$ cat src/hw/rtl/kmd_pkg.sv
// Shared types, constants and a helper function of the key matrix debouncer.
package kmd_pkg;

   localparam int ROWS_DEFAULT = 4;
   localparam int COLS_DEFAULT = 12;

   localparam int ROW_INDEX_W = 2;
   localparam int COL_W       = 12;
   localparam int PASSES_W    = 8;
   localparam int KEY_COUNT_W = 6;
   localparam int ROW_COUNT_W = $clog2(COL_W + 1);

   localparam logic [PASSES_W-1:0] PASSES_RESET = 8'd5;

   typedef struct packed {
      logic [ROW_INDEX_W-1:0] row_index;
      logic [COL_W-1:0]       col_pins_n;
   } req_item_type;

   typedef struct packed {
      logic [COL_W-1:0]       stable_row;
      logic                   settled;
      logic                   bounce_seen;
      logic [KEY_COUNT_W-1:0] key_count;
   } rsp_item_type;

   // Number of set bits in one row sample.
   function automatic logic [ROW_COUNT_W-1:0] row_popcount(input logic [COL_W-1:0] bits);
      logic [ROW_COUNT_W-1:0] total;
      total = '0;
      for (int i = 0; i < COL_W; i++) begin
         total = total + ROW_COUNT_W'(bits[i]);
      end
      return total;
   endfunction

endpackage

$ cat src/hw/rtl/key_matrix_debouncer.sv
// Top level of the key matrix debouncer: input and result registers around the core.
//
// Usage: a scan sequencer presents one scanned row per item on the req_ channel
// (row index plus active-low column pins). An item is taken at a rising edge with
// req_valid high and req_stall low. Every item yields exactly one result item on
// the rsp_ channel: the debounced row for that index, a settled flag, a flag for
// a change seen while still bouncing, and the count of pressed keys.
// The item sits in the input register while the compare, countdown and copy logic
// fills the result register, which then raises rsp_valid; while a full result
// register is stalled, the item waits in the input register.
// Throughput is one item per cycle while rsp_stall stays low; rows may follow
// each other in every cycle, since the stored samples and the countdown update
// in the same cycle that produces the result, so the next row already sees them.
// When the receiver raises rsp_stall, the result register holds its item and the
// input register can still take one more item; only when both are full does
// req_stall rise, in the same cycle as rsp_stall.
// The user must write the debounce pass count through csr_write_enable and
// csr_write_data only while no item is in flight; the block does not enforce it.
// Reset is synchronous and active high; it clears all samples and the stable
// matrix, loads the pass count and countdown with five, and empties both registers.
module key_matrix_debouncer
   import kmd_pkg::*;
#(
   parameter int ROWS = ROWS_DEFAULT,
   parameter int COLS = COLS_DEFAULT
) (
   input  logic                clock,
   input  logic                reset,
   input  logic                req_valid,
   output logic                req_stall,
   input  req_item_type        req_item,
   output logic                rsp_valid,
   input  logic                rsp_stall,
   output rsp_item_type        rsp_item,
   input  logic                csr_write_enable,
   input  logic [PASSES_W-1:0] csr_write_data
);

   logic         in_valid_ff, in_valid_in;
   req_item_type in_item_ff;
   logic         rsp_valid_ff, rsp_valid_in;
   rsp_item_type rsp_item_ff;

   logic         out_free;
   logic         step_fire;
   logic         req_accept;
   rsp_item_type step_result;

   // The result register frees up when it is empty or being taken this cycle.
   assign out_free   = !rsp_valid_ff || !rsp_stall;
   assign step_fire  = in_valid_ff && out_free;
   assign req_stall  = in_valid_ff && !out_free;
   assign req_accept = req_valid && !req_stall;

   always_comb begin
      if (req_accept) begin
         in_valid_in = 1'b1;
      end else if (step_fire) begin
         in_valid_in = 1'b0;
      end else begin
         in_valid_in = in_valid_ff;
      end

      if (step_fire) begin
         rsp_valid_in = 1'b1;
      end else if (!rsp_stall) begin
         rsp_valid_in = 1'b0;
      end else begin
         rsp_valid_in = rsp_valid_ff;
      end
   end

   always_ff @(posedge clock) begin
      if (reset) begin
         in_valid_ff  <= 1'b0;
         rsp_valid_ff <= 1'b0;
      end else begin
         in_valid_ff  <= in_valid_in;
         rsp_valid_ff <= rsp_valid_in;
      end
   end

   // Payload registers load only on their handshake and need no reset.
   always_ff @(posedge clock) begin
      if (req_accept) begin
         in_item_ff <= req_item;
      end
      if (step_fire) begin
         rsp_item_ff <= step_result;
      end
   end

   kmd_debounce_core #(
      .ROWS (ROWS),
      .COLS (COLS)
   ) u_core (
      .clock            (clock),
      .reset            (reset),
      .step_fire        (step_fire),
      .step_item        (in_item_ff),
      .csr_write_enable (csr_write_enable),
      .csr_write_data   (csr_write_data),
      .step_result      (step_result)
   );

   assign rsp_valid = rsp_valid_ff;
   assign rsp_item  = rsp_item_ff;

endmodule

$ cat src/hw/rtl/kmd_debounce_core.sv
// Row sample store, shared settle countdown, stable matrix and key count.
module kmd_debounce_core
   import kmd_pkg::*;
#(
   parameter int ROWS = ROWS_DEFAULT,
   parameter int COLS = COLS_DEFAULT
) (
   input  logic                clock,
   input  logic                reset,
   input  logic                step_fire,
   input  req_item_type        step_item,
   input  logic                csr_write_enable,
   input  logic [PASSES_W-1:0] csr_write_data,
   output rsp_item_type        step_result
);

   localparam int RowW = (ROWS > 1) ? $clog2(ROWS) : 1;
   localparam logic [COL_W-1:0] ColMask =
      (COLS >= COL_W) ? {COL_W{1'b1}} : COL_W'((64'd1 << COLS) - 64'd1);

   logic [PASSES_W-1:0]    passes_ff;
   logic [PASSES_W-1:0]    countdown_ff, countdown_in;
   logic [COL_W-1:0]       sampled_ff [ROWS];
   logic [COL_W-1:0]       stable_ff  [ROWS];
   logic [ROW_COUNT_W-1:0] row_count_ff [ROWS];
   logic [ROW_COUNT_W-1:0] row_count_in [ROWS];
   logic [KEY_COUNT_W-1:0] key_count_ff, key_count_in;

   logic                   row_ok;
   logic [RowW-1:0]        idx;
   logic [COL_W-1:0]       sample;
   logic                   changed;
   logic                   pass_end;
   logic [PASSES_W-1:0]    reload;
   logic [PASSES_W-1:0]    count_mid;
   logic                   decrement;
   logic                   copy;
   logic [KEY_COUNT_W-1:0] count_sum;

   always_comb begin
      row_ok    = (int'(step_item.row_index) < ROWS);
      idx       = RowW'(step_item.row_index);
      sample    = ~step_item.col_pins_n & ColMask;
      changed   = row_ok && (sampled_ff[idx] != sample);
      pass_end  = row_ok && (int'(step_item.row_index) == ROWS - 1);
      // A zero setting acts as a setting of one, so the copy still waits for a pass end.
      reload    = (passes_ff != '0) ? passes_ff : PASSES_W'(1);
      count_mid = changed ? reload : countdown_ff;
      decrement = pass_end && (count_mid != '0);
      countdown_in = decrement ? count_mid - PASSES_W'(1) : count_mid;
      copy      = decrement && (countdown_in == '0);

      count_sum = '0;
      for (int r = 0; r < ROWS; r++) begin
         row_count_in[r] = (changed && (r == int'(idx))) ? row_popcount(sample)
                                                          : row_count_ff[r];
         count_sum = count_sum + KEY_COUNT_W'(row_count_in[r]);
      end
      key_count_in = copy ? count_sum : key_count_ff;

      step_result.stable_row  = !row_ok ? '0 : (copy ? sample : stable_ff[idx]);
      step_result.settled     = (countdown_in == '0);
      step_result.bounce_seen = changed && (countdown_ff != '0);
      step_result.key_count   = key_count_in;
   end

   always_ff @(posedge clock) begin
      if (reset) begin
         passes_ff    <= PASSES_RESET;
         countdown_ff <= PASSES_RESET;
         key_count_ff <= '0;
         for (int r = 0; r < ROWS; r++) begin
            sampled_ff[r]   <= '0;
            stable_ff[r]    <= '0;
            row_count_ff[r] <= '0;
         end
      end else begin
         if (csr_write_enable) begin
            passes_ff <= csr_write_data;
         end
         if (step_fire) begin
            countdown_ff <= countdown_in;
            key_count_ff <= key_count_in;
            for (int r = 0; r < ROWS; r++) begin
               row_count_ff[r] <= row_count_in[r];
            end
            if (changed) begin
               sampled_ff[idx] <= sample;
            end
            if (copy) begin
               for (int r = 0; r < ROWS; r++) begin
                  stable_ff[r] <= (r == int'(idx)) ? sample : sampled_ff[r];
               end
            end
         end
      end
   end

   // A change outside the pass end leaves the countdown running.
   assert property (@(posedge clock) disable iff (reset)
      step_fire && changed && !pass_end |=> countdown_ff != '0)
      else $error("countdown is zero right after a reload");

   // A copy leaves the matrix settled and the key count of the samples.
   assert property (@(posedge clock) disable iff (reset)
      step_fire && copy |=> countdown_ff == '0 && key_count_ff == $past(count_sum))
      else $error("copy did not settle the matrix or the key count");

   // Without a step the countdown and key count hold.
   assert property (@(posedge clock) disable iff (reset)
      !step_fire |=> $stable(countdown_ff) && $stable(key_count_ff))
      else $error("debounce state moved without a step");

   // The key count never exceeds the size of the matrix.
   assert property (@(posedge clock) disable iff (reset)
      int'(key_count_ff) <= ROWS * COL_W)
      else $error("key count beyond matrix size");

endmodule
$ cat config.mk
export PLATFORM = sky130hd
export DESIGN_NAME = key_matrix_debouncer
export DESIGN_NICKNAME = d
export VERILOG_FILES = /design/src/hw/rtl/kmd_pkg.sv /design/src/hw/rtl/key_matrix_debouncer.sv /design/src/hw/rtl/kmd_debounce_core.sv
export SDC_FILE = /design/constraint.sdc
export NUM_CORES = 1
export LEC_CHECK = 0
export BUFFER_PORTS_ARGS = -buffer_cell sky130_fd_sc_hd__buf_2
export CORE_UTILIZATION = 40
export CTS_CLUSTER_DIAMETER = 200
export CTS_CLUSTER_SIZE = 25
export DETAILED_ROUTE_END_ITERATION = 6
export GPL_TIMING_DRIVEN = 1
export PLACE_DENSITY = 0.59
export SYNTH_ARGS = -nofsm -noshare
export SYNTH_HDL_FRONTEND = slang
export SYNTH_SLANG_ARGS = --single-unit
$ cat constraint.sdc
create_clock -name clock -period 6.5 [get_ports clock]
set_clock_uncertainty 0.15 [all_clocks]
set_input_delay 1.3 -clock clock [delete_from_list [all_inputs] [get_ports clock]]
set_output_delay 1.3 -clock clock [all_outputs]
set_load 0.03 [all_outputs]
==> flow_metrics.env, run 1 <==
export IMPL_nets=845
export IMPL_cp_cell_sequence="mux4_2 > xnor2_1 > nor2_1 > o211ai_2 > or3_1 > o21a_1 > inv_1 > ha_1 > nand2_2 > nor4b_1 > mux2i_1 > nand4_1 > mux2_4 > or4_4 > a211oi_1"
export IMPL_coreArea_sq_um=22000
export IMPL_timing_setup_tns_ns=0
export IMPL_multi_input_area_sq_um=3770
export IMPL_fp_row_count=54
export IMPL_holdWs_ns=0.314
export IMPL_cts_resized=0
export IMPL_numCtsBuffers=17
export IMPL_cts_tree="built"
export IMPL_min_period_ns=6.18
export IMPL_postRouteWirelength_um=22000
export IMPL_endpoint_kind="register"
export IMPL_fp_dieH_um=153
export IMPL_ys_ff_latch=172
export IMPL_fin_util_pct=46.2
export IMPL_maxSlewViolCount=0
export IMPL_worst_setup_path_start_kind="register"
export IMPL_finalSetupViolCount=0
export IMPL_hp_class="reg2reg"
export IMPL_gp_congestion=0.818
export IMPL_avgSynthCellArea_sq_um=12.0
export IMPL_netlist_area_sq_um=9080
export IMPL_synthArstFlopShare_pct=0
export IMPL_grt_pass1_wl_um=35000
export IMPL_place_inst=1052
export IMPL_drc_errors=0
export IMPL_fmaxAchievable_mhz=162
export IMPL_num_vias=6099
export IMPL_vias_per_cell=5.63
export IMPL_grt_pass1_vias=6102
export IMPL_port_buffer_count=48
export IMPL_syn_inst=754
export IMPL_critical_path_max_stage_delay_ns=0.85
export IMPL_postCtsHoldBufs=0
export IMPL_synth_ff_type="edfxtp_1"
export IMPL_slowest_stage="or4_4"
export IMPL_vdd_ir_drop_max_mv=0.172
export IMPL_clockBufferDepth=2
export IMPL_clk_pin_slew_worst_paths_ns=0.07
export IMPL_yosys_warnings=0
export IMPL_p_leak_nw=3.87
export IMPL_grt_overflow_total=0
export IMPL_pin_count=49
export IMPL_crit_required_ns=6.50
export IMPL_fillers=2025
export IMPL_regArea_sq_um=4900
export IMPL_track_usage_pct=19.8
export IMPL_final_common_cell="edfxtp_1"
export IMPL_status="completed"
export IMPL_synth_edf_count=146
export IMPL_drtAntennaViolNets=0
export IMPL_path_max_fanout=48
export IMPL_wire_per_inst_um=20.3
export IMPL_worstMarginPinSlew_ns=1.05
export IMPL_worst_skew_pair_late_latency_ns=0.43
export IMPL_syn_num_nets=808
export IMPL_hpwlAfterDp_um=15200
export IMPL_antenna_cells=0
export IMPL_die_x_um=153
export IMPL_dr_pass1_iters=7
export IMPL_fin_crit_sh_pct=95.0
export IMPL_grt_max_degree=49
export IMPL_slew_headroom_pct=29.9
export IMPL_synthToLayoutAreaGrowth_pct=11.9
export IMPL_synth_cell_types=62
export IMPL_rsz0062_at_grt="no"
export IMPL_crit_arrival_ns=6.18
export IMPL_htree_levels=4
export IMPL_stdcell_count=1084
export IMPL_final_cell_mix="edfxtp_1 (146), nor2_1 (136), buf_2 (48), inv_1 (40), mux2i_1 (36)"
export IMPL_clkSinkCount=172
export IMPL_antenna_found_initial=0
export IMPL_layout_drive_gt1_share_pct=21.4
export IMPL_hold_viol=0
export IMPL_worstSetupPathType="reg2reg"
export IMPL_cts_root_buf="clkbuf_16"
export IMPL_powerDensity_nw_per_um2=290
export IMPL_cts_setup_buffers=0
export IMPL_max_cap_violations=0
export IMPL_initial_core_util_pct=41.2
export IMPL_drt_initial_drc_count=671
export IMPL_ys_seq_area_share_pct=54.0
export IMPL_dieArea_sq_um=23300
==> synthesized netlist by cell type (13+ instances only) <==
master    instances  area share, %
fa_1             13            2.9
edfxtp_1        146             48
mux4_2           17            4.2
inv_1            40            1.7
clkbuf_1         36            1.5
ha_1             14            1.9
nand2_1          17           0.70
mux2i_1          36            4.0
a211oi_1         32            2.6
a21oi_1          33            1.8
xnor2_1          24            2.3
nor2_1          137            5.7
dfxtp_1          26            5.7
mux2_2           22            2.7
==> sequential cells by signal, summed over array words and instances (netlist names), named ones only <==
signal / count
u_core.sampled_ff: 48
in_valid_ff: 1
rsp_valid: 1
u_core.countdown_ff: 8
u_core.stable_ff: 48
u_core.key_count_ff: 6
u_core.passes_ff: 8
u_core.row_count_ff: 16
rsp_item: 20
in_item_ff: 14
==> logic make-up (layout without fill, tap and decap cells) <==
family	count (synthesis)	after routing	synth area share, %
AOI/OAI and AO/OA	127	127	10.5
xor gates and xnor gates	31	31	3.07
adders and majority gates	27	27	4.79
buffers and inverters	94	144	4.49
DFF	172	172	54.0
muxes	80	80	11.6
and+or+nand+nor	223	223	11.6
==> metal layers <==
metal  track usage (%)  part of all wire, %  routed length [um]
met1              27.7                   47               10400
met3              3.07                  4.5                1000
met2              31.8                   47               10400
met4              5.96                  1.2                 255
met5                 0                    0                   0
==> stage by stage <==
step / power, mW / setup WS, ns / area, sq um
2_1_floorplan: 1.79 / 0.266 / 9080
3_3_place_gp: 1.97 / 0.491 / 9600
3_5_place_dp: 1.99 / 0.355 / 9600
4_1_cts: 2.97 / 0.353 / 10200
5_1_grt: 3.10 / 0.0668 / 10200
6_report: 2.95 / 0.324 / 10200
==> where the power goes <==
| part | internal (mW) | leakage, nW | switching (mW) |
|---|---|---|---|
| logic | 0.278 | 1.89 | 0.396 |
| clock network | 0.536 | 0.278 | 0.451 |
| registers | 1.25 | 1.70 | 0.0366 |
| total | 2.07 | 3.87 | 0.884 |
==> critical path: cells and delay by family, from the launching register on <==
family | cells | cell delay, ns
buffers and inverters | 1 | 0.13
AND/OR/NAND/NOR | 6 | 2.15
adder cells (fa/ha/maj) | 1 | 0.17
AO/OA/AOI/OAI | 3 | 1.09
flip-flops | 1 | 0.70
multiplexers | 3 | 1.25
XOR/XNOR | 1 | 0.21
==> area by class of cell <==
cell class,count,share of cell area [%]
tap,280,3.45
timing repair buffer,72,4.14
clock buffer,18,4.22
sequential,172,48.2
multi-input combinational,488,37.1
clock inverter,14,1.35
inverter,40,1.48
==> path summary, 6_finish.rpt <==
kind	start	end	slack, ns	cells past startpoint
worst max register to register	register	u_core.stable_ff[3][11]	0.32	15
worst max-delay path	register	u_core.stable_ff[3][11]	0.32	15
worst min-delay path	u_core.key_count_ff[0]	u_core.key_count_ff[0]	0.31	2
worst min register to register	u_core.key_count_ff[0]	u_core.key_count_ff[0]	0.31	2
Note: power is estimated with default switching activity, not from simulation.
==> inputs of run 2 (changes only) <==
--- a/config.mk
+++ b/config.mk
@@ -12,6 +12,8 @@
 export DETAILED_ROUTE_END_ITERATION = 6
 export GPL_TIMING_DRIVEN = 1
 export PLACE_DENSITY = 0.59
+export RECOVER_POWER = 25
 export SYNTH_ARGS = -nofsm -noshare
 export SYNTH_HDL_FRONTEND = slang
 export SYNTH_SLANG_ARGS = --single-unit
+export TNS_END_PERCENT = 5
==> flow_metrics.env, run 2 (same netlist as run 1, synthesis figures left out) <==
export IMPL_crit_required_ns=6.51
export IMPL_worstSetupPathType="reg2reg"
export IMPL_cts_tree="built"
export IMPL_multi_input_area_sq_um=3770
export IMPL_min_from="u_core.key_count_ff[0]"
export IMPL_rsz0062_at_grt="no"
export IMPL_layout_setup_ws_ns=0.315
export IMPL_postCtsHoldBufs=0
export IMPL_min_period_ns=6.19
export IMPL_min_path_cells=2
export IMPL_cp_cell_sequence="mux4_2 > xnor2_1 > nor2_1 > o211ai_2 > or3_1 > o21a_1 > inv_1 > ha_1 > nand2_2 > nor4b_1 > mux2i_1 > nand4_1 > mux2_4 > or4_4 > a211oi_1"
export IMPL_track_usage_pct=19.8
export IMPL_fmaxAchievable_mhz=162
export IMPL_fp_row_count=54
export IMPL_fin_crit_sh_pct=95.2
export IMPL_slowest_stage="or4_4"
export IMPL_clk_pin_slew_worst_paths_ns=0.07
export IMPL_endpoint_kind="register"
export IMPL_coreArea_sq_um=22000
export IMPL_dieArea_sq_um=23300
export IMPL_numCtsBuffers=17
export IMPL_clkSinkCount=172
export IMPL_cts_resized=0
export IMPL_worstMarginPinSlew_ns=1.83
export IMPL_drc_errors=0
export IMPL_stdcell_count=1084
export IMPL_num_vias=6068
export IMPL_place_ws_ns=0.355
export IMPL_fp_dieH_um=153
export IMPL_hpwlAfterDp_um=15200
export IMPL_grt_pass1_vias=6102
export IMPL_stdcell_area_sq_um=10100
export IMPL_gr_usage_met3_pct=3.07
export IMPL_pin_count=49
export IMPL_final_common_cell="edfxtp_1"
export IMPL_regArea_sq_um=4900
export IMPL_port_buffer_count=48
export IMPL_grt_max_degree=49
export IMPL_worst_setup_path_start_kind="register"
export IMPL_timing_setup_tns_ns=0
export IMPL_grt_pass1_wl_um=35000
export IMPL_vdd_ir_drop_max_mv=0.176
export IMPL_fillers=2040
export IMPL_finalSetupViolCount=0
export IMPL_violations="max-capacitance violations, max-slew violations"
export IMPL_p_leak_nw=3.78
export IMPL_hp_class="reg2reg"
export IMPL_hold_viol=0
export IMPL_gp_congestion=0.818
export IMPL_synthToLayoutAreaGrowth_pct=11.4
export IMPL_wire_per_inst_um=20.4
export IMPL_htree_levels=4
export IMPL_postRouteWirelength_um=22100
export IMPL_antenna_cells=0
export IMPL_r2r_setup_slack_ns=0.31
export IMPL_drtAntennaViolNets=0
export IMPL_path_max_fanout=48
export IMPL_initial_core_util_pct=41.2
export IMPL_met1_usage_pct=27.7
export IMPL_crit_arrival_ns=6.19
export IMPL_place_inst=1052
export IMPL_worstRegToRegCells=15
export IMPL_grt_util_met2_pct=31.8
export IMPL_nets=845
export IMPL_final_cell_mix="edfxtp_1 (146), nor2_1 (136), inv_1 (40), mux2i_1 (36), clkbuf_1 (34)"
export IMPL_vias_per_cell=5.60
export IMPL_holdPathEnd="u_core.key_count_ff[0]"
export IMPL_worst_skew_pair_late_latency_ns=0.44
export IMPL_clockBufferDepth=2
export IMPL_cts_setup_buffers=0
export IMPL_dpl_cell_area_sq_um=9600
export IMPL_slew_headroom_pct=-21.7
export IMPL_dr_pass1_iters=7
export IMPL_maxSlewViolCount=32
export IMPL_critical_path_max_stage_delay_ns=0.85
export IMPL_antenna_found_initial=0
export IMPL_die_x_um=153
export IMPL_max_cap_violations=1
export IMPL_grt_overflow_total=0
export IMPL_grt_busiest_layer="met2"
export IMPL_cts_root_buf="clkbuf_16"
export IMPL_layout_drive_gt1_share_pct=17.3
export IMPL_holdWs_ns=0.314
export IMPL_rr_endpoint="u_core.stable_ff[3][11]"
export IMPL_status="complete, but fails checks"
export IMPL_drt_initial_drc_count=623
export IMPL_powerDensity_nw_per_um2=292
run 2: changes by cell type in the layout (fill, tap and decap cells not counted), sizes merged:
cell / change
buf: -33
clkbuf: +33
run 2: stage by stage:
stage / utilization, % / power [mW]
finish: 45.9 / 2.95
global placement: 43.6 / 1.97
floorplan: - / 1.79
CTS: 46.2 / 2.97
global route: 45.9 / 3.10
detailed placement: 43.6 / 1.99
run 2: area by class of cell:
class | count | share of cell area [%]
Timing Repair Buffer | 72 | 3.70
Tap cell | 280 | 3.46
Clock inverter | 14 | 1.36
Clock buffer | 18 | 4.24
Multi-Input combinational cell | 488 | 37.3
Inverter | 40 | 1.48
Sequential cell | 172 | 48.5
run 2: critical path: cells and delay by family (launching register included):
kind                       cells  cell delay [ns]
AOI/OAI and AO/OA              3             1.08
xor gates and xnor gates       1             0.21
adders and majority gates      1             0.17
buffers and inverters          1             0.13
DFF                            1             0.70
muxes                          3             1.25
and+or+nand+nor                6             2.15
run 2: routing by layer:
metal | vias up | share of wire, %
met5 | - | 0
met4 | 0 | 1.3
met3 | 22 | 5.5
met2 | 201 | 47
met1 | 3034 | 47
li1 | 2811 | -
run 2: worst max path at each step:
stage / to / startpoint / cells past startpoint / slack [ns]
floorplan: rsp_item[5] / in_item_ff[0] / 22 / 0.27
global placement: rsp_item[5] / in_item_ff[0] / 18 / 0.49
detailed placement: rsp_item[5] / in_item_ff[0] / 18 / 0.35
CTS: rsp_item[5] / in_item_ff[0] / 18 / 0.35
global route: u_core.stable_ff[3][11] / register / 16 / 0.07
finish: u_core.stable_ff[3][11] / register / 15 / 0.31
run 2: report_power, final:
group | total, mW | switching, mW | leakage, nW | internal [mW]
clock | 0.989 | 0.453 | 0.278 | 0.536
combinational | 0.675 | 0.400 | 1.80 | 0.275
sequential | 1.29 | 0.0368 | 1.70 | 1.25
